`config.mk`:
```
export PLATFORM = sky130hd
export DESIGN_NAME = websocket_frame_deframer_top
export DESIGN_NICKNAME = d
export VERILOG_FILES = /design/src/sv/wsfd_pkg.sv /design/src/sv/websocket_frame_deframer_top.sv /design/src/sv/wsfd_parser.sv
export SDC_FILE = /design/constraint.sdc
export NUM_CORES = 1
export LEC_CHECK = 0
export BUFFER_PORTS_ARGS = -buffer_cell sky130_fd_sc_hd__buf_2
export CAP_MARGIN = 5
export CELL_PAD_IN_SITES_DETAIL_PLACEMENT = 1
export CELL_PAD_IN_SITES_GLOBAL_PLACEMENT = 1
export CORE_ASPECT_RATIO = 0.75
export CORE_MARGIN = 2
export CORE_UTILIZATION = 46
export DETAILED_ROUTE_END_ITERATION = 16
export PLACE_DENSITY = 0.85
export SETUP_SLACK_MARGIN = 0.15
export SLEW_MARGIN = 20
export SYNTH_ARGS = -nofsm -noshare
export SYNTH_HDL_FRONTEND = slang
export SYNTH_SLANG_ARGS = --single-unit
```
`constraint.sdc`:
```
create_clock -name i_clk -period 5.95 [get_ports i_clk]
set_clock_uncertainty 0.2 [all_clocks]
set_input_delay 0.2975 -clock i_clk [delete_from_list [all_inputs] [get_ports i_clk]]
set_output_delay 0.2975 -clock i_clk [all_outputs]
set_load 0.01 [all_outputs]
```
`src/sv/wsfd_pkg.sv`:
```
// Shared types and constants for the WebSocket frame deframer.
// No dependencies; used by the parser, the top level and the checker.

package wsfd_pkg;

    // Default width of the payload length counter
    localparam int LENGTH_BITS_DEF = 64;

    // Reset value of the largest accepted payload length
    localparam logic [31:0] MAX_PAYLOAD_RST = 32'(512 * 1024);

    // Ping payload bytes echoed at most
    localparam logic [6:0] PONG_CAP = 7'd125;

    // Seven-bit length codes that announce an extended length
    localparam logic [6:0] LEN_EXT16 = 7'd126;
    localparam logic [6:0] LEN_EXT64 = 7'd127;

    // Extended length and mask key byte counts
    localparam logic [3:0] EXT16_BYTES = 4'd2;
    localparam logic [3:0] EXT64_BYTES = 4'd8;
    localparam logic [3:0] MASK_BYTES  = 4'd4;

    // Frame opcodes
    localparam logic [3:0] OP_CONT   = 4'h0;
    localparam logic [3:0] OP_TEXT   = 4'h1;
    localparam logic [3:0] OP_BINARY = 4'h2;
    localparam logic [3:0] OP_CLOSE  = 4'h8;
    localparam logic [3:0] OP_PING   = 4'h9;

    // Result kinds
    localparam logic [2:0] KIND_DATA       = 3'd0;
    localparam logic [2:0] KIND_EMPTY_DATA = 3'd1;
    localparam logic [2:0] KIND_PONG       = 3'd2;
    localparam logic [2:0] KIND_EMPTY_PONG = 3'd3;
    localparam logic [2:0] KIND_CLOSE      = 3'd4;
    localparam logic [2:0] KIND_OVERSIZE   = 3'd5;

    // Parse phase, one-hot
    typedef enum logic [4:0] {
        PH_HDR0 = 5'b00001,
        PH_HDR1 = 5'b00010,
        PH_EXT  = 5'b00100,
        PH_MASK = 5'b01000,
        PH_PAY  = 5'b10000
    } t_phase;

    // What happens to payload bytes of the current frame
    typedef enum logic [1:0] {
        MODE_DROP = 2'd0,
        MODE_DATA = 2'd1,
        MODE_PONG = 2'd2
    } t_mode;

    // One result item plus its valid flag
    typedef struct packed {
        logic       valid;
        logic [2:0] kind;
        logic [7:0] data_byte;
        logic [3:0] msg_opcode;
        logic       frame_last;
    } t_result;

endpackage

```
`src/sv/websocket_frame_deframer_top.sv`:
```
// A byte is taken into the input register, and its result then into the result register.
// Throughput: one byte per cycle; the input register and the result
// register both advance whenever the result register is empty or taken.
// Reset (synchronous, active low) clears the frame state, empties both
// registers and sets max_payload to 524288.
// Top level of the WebSocket frame deframer; depends on wsfd_pkg and wsfd_parser.

module websocket_frame_deframer_top #(
    parameter int LENGTH_BITS = wsfd_pkg::LENGTH_BITS_DEF
) (
    input  logic        i_clk,
    input  logic        i_rst_n,
    // byte input
    input  logic        i_valid,
    output logic        o_stall,
    input  logic [7:0]  i_rx_byte,
    // result output
    output logic        o_valid,
    input  logic        i_stall,
    output logic [2:0]  o_kind,
    output logic [7:0]  o_data_byte,
    output logic [3:0]  o_msg_opcode,
    output logic        o_frame_last,
    // max_payload write
    input  logic        i_cfg_valid,
    output logic        o_cfg_ready,
    input  logic [31:0] i_cfg_data
);

    logic               r_in_valid;
    logic [7:0]         r_in_byte;
    logic [31:0]        r_max_payload;
    wsfd_pkg::t_result  r_out;
    wsfd_pkg::t_result  step_res;
    logic               adv;

    // Pipeline moves when the result register is free or being taken
    assign adv     = !r_out.valid || !i_stall;
    assign o_stall = r_in_valid && !adv;

    // Configuration register, always ready
    assign o_cfg_ready = 1'b1;

    always_ff @(posedge i_clk) begin
        if (!i_rst_n) begin
            r_max_payload <= wsfd_pkg::MAX_PAYLOAD_RST;
        end else if (i_cfg_valid && o_cfg_ready) begin
            r_max_payload <= i_cfg_data;
        end
    end

    // Input register
    always_ff @(posedge i_clk) begin
        if (!i_rst_n) begin
            r_in_valid <= 1'b0;
        end else if (!r_in_valid || adv) begin
            r_in_valid <= i_valid;
        end
    end

    always_ff @(posedge i_clk) begin
        if ((!r_in_valid || adv) && i_valid) begin
            r_in_byte <= i_rx_byte;
        end
    end

    wsfd_parser #(
        .LENGTH_BITS (LENGTH_BITS)
    ) u_parser (
        .i_clk         (i_clk),
        .i_rst_n       (i_rst_n),
        .i_step        (r_in_valid && adv),
        .i_byte        (r_in_byte),
        .i_max_payload (r_max_payload),
        .o_res         (step_res)
    );

    // Result register; the parser only flags a result on a stepped byte
    always_ff @(posedge i_clk) begin
        if (!i_rst_n) begin
            r_out <= '0;
        end else if (adv) begin
            r_out <= step_res;
        end
    end

    assign o_valid      = r_out.valid;
    assign o_kind       = r_out.kind;
    assign o_data_byte  = r_out.data_byte;
    assign o_msg_opcode = r_out.msg_opcode;
    assign o_frame_last = r_out.frame_last;

endmodule

```
`src/sv/wsfd_parser.sv`:
```
// Frame parser: header capture, length tracking, unmasking and result select.
// Depends on wsfd_pkg. Holds all frame state; one byte is processed per step.

module wsfd_parser #(
    parameter int LENGTH_BITS = wsfd_pkg::LENGTH_BITS_DEF
) (
    input  logic              i_clk,
    input  logic              i_rst_n,
    input  logic              i_step,
    input  logic [7:0]        i_byte,
    input  logic [31:0]       i_max_payload,
    output wsfd_pkg::t_result o_res
);

    localparam int CW = (LENGTH_BITS > 32) ? LENGTH_BITS : 32;

    wsfd_pkg::t_phase         r_phase, n_phase;
    wsfd_pkg::t_mode          r_mode, n_mode;
    logic [3:0]               r_hdr_cnt, n_hdr_cnt;
    logic                     r_final, n_final;
    logic [3:0]               r_frame_op, n_frame_op;
    logic                     r_mask_on, n_mask_on;
    logic [31:0]              r_mask_key, n_mask_key;
    logic [LENGTH_BITS-1:0]   r_left, n_left;
    logic [1:0]               r_mask_idx, n_mask_idx;
    logic                     r_frag_open, n_frag_open;
    logic [3:0]               r_frag_op, n_frag_op;
    logic [6:0]               r_pong_cnt, n_pong_cnt;
    logic                     r_closed, n_closed;

    logic [LENGTH_BITS-1:0]   ext_len;
    logic [LENGTH_BITS-1:0]   hdr_len;
    logic                     do_end;
    logic [3:0]               data_op;
    logic [1:0]               key_sel;
    logic [7:0]               key_byte;
    logic                     pay_last;
    wsfd_pkg::t_mode          mode_v;
    wsfd_pkg::t_result        res;

    // Extended length shift-in, saturating at all ones
    assign ext_len = (|r_left[LENGTH_BITS-1 -: 8]) ? '1 : {r_left[LENGTH_BITS-9:0], i_byte};

    // Opcode that payload is delivered under
    assign data_op = (r_frame_op == wsfd_pkg::OP_CONT) ? r_frag_op : r_frame_op;

    // Key byte for this payload byte, most significant first
    assign key_sel  = ~r_mask_idx;
    assign key_byte = r_mask_key[{key_sel, 3'b000} +: 8];
    assign pay_last = (r_left == LENGTH_BITS'(1));

    // Next state and result for one byte
    always_comb begin
        n_phase     = r_phase;
        n_mode      = r_mode;
        n_hdr_cnt   = r_hdr_cnt;
        n_final     = r_final;
        n_frame_op  = r_frame_op;
        n_mask_on   = r_mask_on;
        n_mask_key  = r_mask_key;
        n_left      = r_left;
        n_mask_idx  = r_mask_idx;
        n_frag_open = r_frag_open;
        n_frag_op   = r_frag_op;
        n_pong_cnt  = r_pong_cnt;
        n_closed    = r_closed;
        res         = '0;
        do_end      = 1'b0;
        hdr_len     = r_left;
        mode_v      = wsfd_pkg::MODE_DROP;

        if (i_step && !r_closed) begin
            unique case (r_phase)
                wsfd_pkg::PH_HDR0: begin
                    n_final    = i_byte[7];
                    n_frame_op = i_byte[3:0];
                    n_phase    = wsfd_pkg::PH_HDR1;
                end
                wsfd_pkg::PH_HDR1: begin
                    n_mask_on  = i_byte[7];
                    n_mask_key = '0;
                    if (i_byte[6:0] == wsfd_pkg::LEN_EXT16 ||
                        i_byte[6:0] == wsfd_pkg::LEN_EXT64) begin
                        n_left    = '0;
                        n_hdr_cnt = (i_byte[6:0] == wsfd_pkg::LEN_EXT16) ?
                                    wsfd_pkg::EXT16_BYTES : wsfd_pkg::EXT64_BYTES;
                        n_phase   = wsfd_pkg::PH_EXT;
                    end else begin
                        n_left  = LENGTH_BITS'(i_byte[6:0]);
                        hdr_len = LENGTH_BITS'(i_byte[6:0]);
                        if (i_byte[7]) begin
                            n_hdr_cnt = wsfd_pkg::MASK_BYTES;
                            n_phase   = wsfd_pkg::PH_MASK;
                        end else begin
                            do_end = 1'b1;
                        end
                    end
                end
                wsfd_pkg::PH_EXT: begin
                    n_left    = ext_len;
                    hdr_len   = ext_len;
                    n_hdr_cnt = r_hdr_cnt - 4'd1;
                    if (n_hdr_cnt == 4'd0) begin
                        if (r_mask_on) begin
                            n_hdr_cnt = wsfd_pkg::MASK_BYTES;
                            n_phase   = wsfd_pkg::PH_MASK;
                        end else begin
                            do_end = 1'b1;
                        end
                    end
                end
                wsfd_pkg::PH_MASK: begin
                    n_mask_key = {r_mask_key[23:0], i_byte};
                    n_hdr_cnt  = r_hdr_cnt - 4'd1;
                    if (n_hdr_cnt == 4'd0) begin
                        do_end = 1'b1;
                    end
                end
                wsfd_pkg::PH_PAY: begin
                    n_mask_idx = r_mask_idx + 2'd1;
                    n_left     = r_left - LENGTH_BITS'(1);
                    if (pay_last) begin
                        n_phase = wsfd_pkg::PH_HDR0;
                    end
                    if (r_mode == wsfd_pkg::MODE_DATA) begin
                        res = '{1'b1, wsfd_pkg::KIND_DATA, i_byte ^ key_byte, data_op, pay_last};
                    end else if (r_mode == wsfd_pkg::MODE_PONG &&
                                 r_pong_cnt < wsfd_pkg::PONG_CAP) begin
                        n_pong_cnt = r_pong_cnt + 7'd1;
                        res = '{1'b1, wsfd_pkg::KIND_PONG, i_byte ^ key_byte, 4'd0,
                                pay_last || (n_pong_cnt == wsfd_pkg::PONG_CAP)};
                    end
                end
                default: begin
                    n_phase = wsfd_pkg::PH_HDR0;
                end
            endcase

            // End of header: classify the frame
            if (do_end) begin
                n_mask_idx = '0;
                n_pong_cnt = '0;
                n_phase    = wsfd_pkg::PH_PAY;
                if (CW'(hdr_len) > CW'(i_max_payload)) begin
                    res = '{1'b1, wsfd_pkg::KIND_OVERSIZE, 8'd0, 4'd0, 1'b1};
                end else begin
                    unique case (r_frame_op)
                        wsfd_pkg::OP_TEXT, wsfd_pkg::OP_BINARY: begin
                            if (r_final && !r_frag_open) begin
                                mode_v = wsfd_pkg::MODE_DATA;
                            end
                            if (!r_final) begin
                                n_frag_open = 1'b1;
                                n_frag_op   = r_frame_op;
                            end
                        end
                        wsfd_pkg::OP_CONT: begin
                            if (r_final) begin
                                if (r_frag_open) begin
                                    mode_v = wsfd_pkg::MODE_DATA;
                                end
                                n_frag_open = 1'b0;
                            end
                        end
                        wsfd_pkg::OP_CLOSE: begin
                            n_closed = 1'b1;
                        end
                        wsfd_pkg::OP_PING: begin
                            mode_v = wsfd_pkg::MODE_PONG;
                        end
                        default: begin
                            mode_v = wsfd_pkg::MODE_DROP;
                        end
                    endcase

                    if (r_frame_op == wsfd_pkg::OP_CLOSE) begin
                        n_phase = wsfd_pkg::PH_HDR0;
                        res = '{1'b1, wsfd_pkg::KIND_CLOSE, 8'd0, 4'd0, 1'b1};
                    end else if (hdr_len == '0) begin
                        n_phase = wsfd_pkg::PH_HDR0;
                        if (mode_v == wsfd_pkg::MODE_DATA) begin
                            res = '{1'b1, wsfd_pkg::KIND_EMPTY_DATA, 8'd0, data_op, 1'b1};
                        end else if (mode_v == wsfd_pkg::MODE_PONG) begin
                            res = '{1'b1, wsfd_pkg::KIND_EMPTY_PONG, 8'd0, 4'd0, 1'b1};
                        end
                    end
                end
                n_mode = mode_v;
            end
        end
    end

    // Frame state registers
    always_ff @(posedge i_clk) begin
        if (!i_rst_n) begin
            r_phase     <= wsfd_pkg::PH_HDR0;
            r_mode      <= wsfd_pkg::MODE_DROP;
            r_hdr_cnt   <= '0;
            r_final     <= 1'b0;
            r_frame_op  <= '0;
            r_mask_on   <= 1'b0;
            r_mask_key  <= '0;
            r_left      <= '0;
            r_mask_idx  <= '0;
            r_frag_open <= 1'b0;
            r_frag_op   <= '0;
            r_pong_cnt  <= '0;
            r_closed    <= 1'b0;
        end else begin
            r_phase     <= n_phase;
            r_mode      <= n_mode;
            r_hdr_cnt   <= n_hdr_cnt;
            r_final     <= n_final;
            r_frame_op  <= n_frame_op;
            r_mask_on   <= n_mask_on;
            r_mask_key  <= n_mask_key;
            r_left      <= n_left;
            r_mask_idx  <= n_mask_idx;
            r_frag_open <= n_frag_open;
            r_frag_op   <= n_frag_op;
            r_pong_cnt  <= n_pong_cnt;
            r_closed    <= n_closed;
        end
    end

    assign o_res = res;

endmodule

```
==> flow_summary.ini, run 1 <==
[status]
status = completed

[clocking]
numCtsBuffers = 17
clk_pin_slew_worst_paths_ns = 0.07
h-tree-depth = 4
cts.sinks = 186
cts_tree = done
clockBufferDepth = 2
cts_root_buf = clkbuf_16
clk-insertion-delay-late_ns = 0.46

[cells_and_area]
synthToLayoutAreaGrowth_pct = 12.6
drive_above_1_share_pct = 9.78
fin_area_sq_mm = 0.0120
fin_nets = 1504
nFillCells = 2840
final_util_pct = 52.5

[pwr]
p_leak_nw = 4.65
cellPowerDensity_mw_per_mm2 = 218
p_total_mw = 2.62
peakVddDrop_uv = 216

[timing]
max_slew_margin_pct = 25.3
hold_viol_final = 0
period_share_pct = 85.7
tns_ns = 0
hold_slack_ns = 0.125
setup_viol = 0
rsz0062_at_grt = no
tightest_slew_ns = 1.11
min_period_ns = 5.10
slew_violations = 0
max_freq_mhz = 196

[route]
remaining_drc_errors = 0
ant_nets = 0
wl_mm = 37.5
drt_iter0_markers = 1165
avgViaCountPerCell = 6.25
detail_route.wl_per_cell_um = 21.6
routed-via-count = 10800
first_pass_iters = 6

[synthesis]
async_flop_share_pct = 0
synth_top_area_share_pct = 33.4
yosys.area.top_type = dfxtp_1
synth_most_common_cell = nor2_1
yosys_warnings = 0
synth_nets = 1474
synth.avg_cell_area_sq_um = 7.68
synth_flop_cell = dfxtp_1
synth-seq-area-share_pct = 35.6
yosys-top-cells-area = dfxtp_1 (33%), o21ai_0 (7.1%), nor2_1 (7.0%)
synth_edf_count = 8
ys_types = 78
ys_ff_latch = 186
netlist_instances = 1389
syn_area_sq_mm = 0.0107
synthTopCellsByCount = nor2_1 (198), dfxtp_1 (178), nand2_1 (160)

[critical_path]
critPathRequiredTime_ns = 6.10
crit_chain = nor4_1 > nand2_1 > mux2i_1 > nand2_1 > nand3_1 > ha_1 > a21oi_1 > o21ai_0 > a221o_1 > o311ai_0 > nand3b_4 > nor3_1 > o21ai_1 > a32o_1
crit_top_cell = nand2_1
worstPathMaxFanout = 14
setup.worst_path.class = reg2reg
critPathLaunchType = flop
arrival_ns = 5.25
end_kind = flop
slowest_stage = mux2i_1
slowest_delay_ns = 0.64

[grt]
first_global_vias = 10800
grt.overflow.total = 0
grt_pass1_wl_mm = 60.2
grt_usage_pct = 30.7
antenna_found_initial = 2
grt_max_degree = 71

[placement]
hpwl_mm = 24.0
portBuffers = 62
place_congestion = 0.882
placed_area_sq_mm = 0.0110

[floorplanning]
die_w_um = 180
rows = 48
core_area_sq_mm = 0.0229
io_pins = 64
die_area_sq_mm = 0.0244
dieHeight_um = 136
start_util_pct = 46.6

[flow_run]
max_cap_violations = 0

[worst_hold_path]
min_path_type = in2reg
## final timing paths
kind / startpoint / endpoint / slack (ns) / cells after the start
hold / removal: i_rst_n / r_max_payload[19] / 0.13 / 2
setup reg to reg: u_parser.r_phase[1] / o_frame_last / 0.85 / 14
hold reg to reg: o_msg_opcode[1] / o_msg_opcode[1] / 0.26 / 2
setup / recovery: u_parser.r_phase[1] / o_frame_last / 0.85 / 14
## worst max-delay path, delay by kind of cell, from the launching register on
family / cells / cell delay (ns)
AND/OR/NAND/NOR: 6 / 1.91
AO/OA/AOI/OAI: 6 / 1.57
multiplexers: 1 / 0.64
flip-flops: 1 / 0.42
adder cells (fa/ha/maj): 1 / 0.25
## stage by stage
stage,std cells,setup slack (ns)
floorplan,1389,1.71
global placement,1659,1.14
detailed placement,1659,0.984
CTS,1732,0.905
global route,1733,0.395
finish,1733,0.853
## placed cells by master, fill, tap and decap left out, types with 17 or more instances in the layout
cell           instances
a21oi_1              110
nor2_1               198
buf_2                 62
mux2i_1               40
clkbuf_16             17
a22oi_1               53
nor4_1                20
dlygate4sd3_1         41
nand3_1               22
nor3_1                37
dfxtp_1              178
nand2_1              159
inv_1                 47
ha_1                  40
o21ai_0              152
## final cells by class
cell class,count,area (sq um),area share (%)
Timing Repair Buffer,113,796,6.62
Inverter,48,183,1.52
Sequential cell,186,3800,31.6
Multi-Input combinational cell,1053,6310,52.5
Antenna cell,1,2.50,0.0208
Clock inverter,8,62.6,0.520
Clock buffer,24,492,4.09
Tap cell,300,375,3.12
## logic make-up (layout without fill, tap and decap cells)
logic type / Yosys count / after routing / share of synthesized area (%)
AND/OR/NAND/NOR: 532 / 532 / 23.7
AO/OA/AOI/OAI: 409 / 409 / 22.9
flip-flops: 186 / 186 / 35.6
buffers and inverters: 150 / 193 / 5.72
multiplexers: 49 / 49 / 5.53
adder cells (fa/ha/maj): 40 / 40 / 4.69
XOR/XNOR: 22 / 22 / 1.81
other: 1 / 2 / 0.0351
## what timing repair did
item / 4_1_cts / 5_1_grt
setup buffers: 0 / 0
hold endpoints to repair: 41 / 0
setup endpoints to repair: 0 / 0
hold buffers: 41 / 0
gates resized for setup: 0 / 0
## routing by layer
layer	vias to the layer above	wire [um]	GRT usage, %
met5	-	13	0
met2	388	17000	48.8
met1	5360	17200	42.7
met4	2	680	8.85
met3	53	2520	5.76
li1	5032	-	-
## where the power goes
part / leakage [nW] / total, mW / internal (mW) / switching (mW)
Combinational: 2.88 / 0.197 / 0.0787 / 0.118
Sequential: 1.52 / 1.30 / 1.27 / 0.0291
Clock: 0.252 / 1.12 / 0.582 / 0.534
## registers in the layout (all words and copies together), names as in the netlist, 2 cells and up
register             count
u_parser.r_pong_cnt      7
r_in_byte                8
u_parser.r_phase         5
u_parser.r_frame_op      4
u_parser.r_hdr_cnt       4
r_max_payload           32
o_msg_opcode             4
o_data_byte              8
o_kind                   3
u_parser.r_mask_idx      2
u_parser.r_left         64
u_parser.r_mode          2
u_parser.r_mask_key     32
u_parser.r_frag_op       4
(Power assumes the default switching activity.)
==> run 2, diff against run 1 <==
PLACE_DENSITY = default   (was 0.85)
PLACE_DENSITY_LB_ADDON = 0.1   (was default)
==> run 2 against run 1 <==
  * Sequential power about the same
  * Sequential share of layout area down 0.092 points
  * Worst hold slack better by 0.0065 ns
  * Final area up 0.29%
  * Clock power about the same
  * Global-route usage down 1.2 points
  * Utilization up 0.15 points
  * Critical endpoint unchanged
  * Largest power group unchanged
==> flow_summary.ini, run 2 (same netlist as run 1, synthesis figures left out) <==
[pwr]
peakVddDrop_uv = 209
cellPowerDensity_mw_per_mm2 = 219
p_total_mw = 2.64
p_leak_nw = 4.69

[grt]
first_global_vias = 10600
antenna_found_initial = 0
grt_pass1_wl_mm = 58.1
grt.overflow.total = 0
grt_max_degree = 86
grt_usage_pct = 29.6

[route]
ant_nets = 0
wl_mm = 35.9
drt_iter0_markers = 652
detail_route.wl_per_cell_um = 20.7
avgViaCountPerCell = 6.06
first_pass_iters = 5
remaining_drc_errors = 0
routed-via-count = 10500

[cells_and_area]
final_cells = 1735
nFillCells = 2805
layout_common_cells = nor2_1 (198), dfxtp_1 (178), nand2_1 (159)
multi_input_area_sq_mm = 0.00631
fin_nets = 1507
largest_reg_flops = 64
synthToLayoutAreaGrowth_pct = 13.0
n_antenna_cell = 0
final_common_cell = nor2_1
drive_above_1_share_pct = 10.2
top_register = u_parser.r_left
reg.largest.list = u_parser.r_left x64, r_max_payload x32, u_parser.r_mask_key x32
ff_latch_area_sq_mm = 0.00380

[timing]
slew_violations = 0
finalWorstSetupSlack_ns = 0.874
max_freq_mhz = 197
max_slew_margin_pct = 34.1
rsz0062_at_grt = no
tightest_slew_ns = 0.982
min_period_ns = 5.08
hold_viol_final = 0
tns_ns = 0
hold_slack_ns = 0.132
setup_viol = 0
period_share_pct = 85.3

[clocking]
cts_tree = done
cts_root_buf = clkbuf_16
clockBufferDepth = 2
clk-insertion-delay-late_ns = 0.45
numCtsBuffers = 17
cts_resized = 0
h-tree-depth = 4
clk_pin_slew_worst_paths_ns = 0.08
cts.sinks = 186

[placement]
dp.cells = 1662
post-place-ws_ns = 0.908
place_congestion = 0.844
portBuffers = 62
hpwl_mm = 23.1

[floorplanning]
start_util_pct = 46.6
io_pins = 64
die_area_sq_mm = 0.0244
dieHeight_um = 136
core_area_sq_mm = 0.0229
rows = 48
die_w_um = 180

[critical_path]
worstPathMaxFanout = 14
slowest_delay_ns = 0.67
setup.worst_path.class = reg2reg
critPathRequiredTime_ns = 6.09
crit_top_cell = nand2_1
critPathLaunchType = flop
arrival_ns = 5.21
end_kind = flop
crit_chain = nor4_1 > nand2_1 > mux2i_1 > nand2_1 > nand3_1 > ha_1 > a21oi_1 > o21ai_0 > a221o_1 > o311ai_0 > nand3b_4 > nor3_1 > o21ai_1 > a32o_1
slowest_stage = mux2i_1

[status]
status = completed

[flow_run]
max_cap_violations = 0

[worst_hold_path]
min_path_type = in2reg
run 2: cell count changes in the layout (fill, tap and decap cells not counted), sizes merged:
cell,before,now
clkinv,0,3
buf,72,75
diode,1,0
inv,50,55
clkbuf,24,19
clkinvlp,6,3
run 2: worst paths after layout:
kind,from,to,slack (ns),depth (start not counted)
hold / removal,i_stall,o_msg_opcode[3],0.13,4
hold reg to reg,o_msg_opcode[3],o_msg_opcode[3],0.26,2
setup / recovery,u_parser.r_phase[1],o_frame_last,0.87,14
setup reg to reg,u_parser.r_phase[1],o_frame_last,0.87,14
run 2: power breakdown:
part	leakage, nW	internal, mW	switching (mW)
Combinational	2.90	0.0789	0.116
Clock	0.275	0.582	0.556
Sequential	1.52	1.27	0.0291
run 2: layer usage:
| metal | GRT usage [%] | vias to the layer above | routed length [um] |
|---|---|---|---|
| met5 | 0 | - | 0 |
| met4 | 6.64 | 0 | 363 |
| met3 | 4.69 | 31 | 1570 |
| met2 | 47.2 | 253 | 16300 |
| met1 | 42.1 | 5197 | 17600 |
| li1 | - | 5031 | - |
run 2: timing repair:
item / in CTS / in global routing
hold buffers: 41 / 0
hold endpoints to repair: 41 / 0
buffers inserted: 0 / 0
run 2: cell type report:
cell class | instances | share of cell area [%]
inverter | 48 | 1.52
timing repair buffer | 116 | 6.79
sequential | 186 | 31.6
tap | 300 | 3.11
multi-input combinational | 1053 | 52.3
clock buffer | 19 | 3.85
clock inverter | 13 | 0.872
run 2: stage by stage:
| step | utilization [%] | instance area (sq um) |
|---|---|---|
| after global routing | 52.7 | 12100 |
| after floorplan | - | 10700 |
| after global placement | 48.4 | 11100 |
| final | 52.7 | 12100 |
| after CTS | 52.7 | 12000 |
| after detailed placement | 48.4 | 11100 |
run 2: worst max-delay path: cells and delay by family, from the launching register on:
family	cells	cell delay, ns
mux	1	0.67
simple gates	6	1.81
fa+ha+maj	1	0.25
flops	1	0.41
compound gates	6	1.62
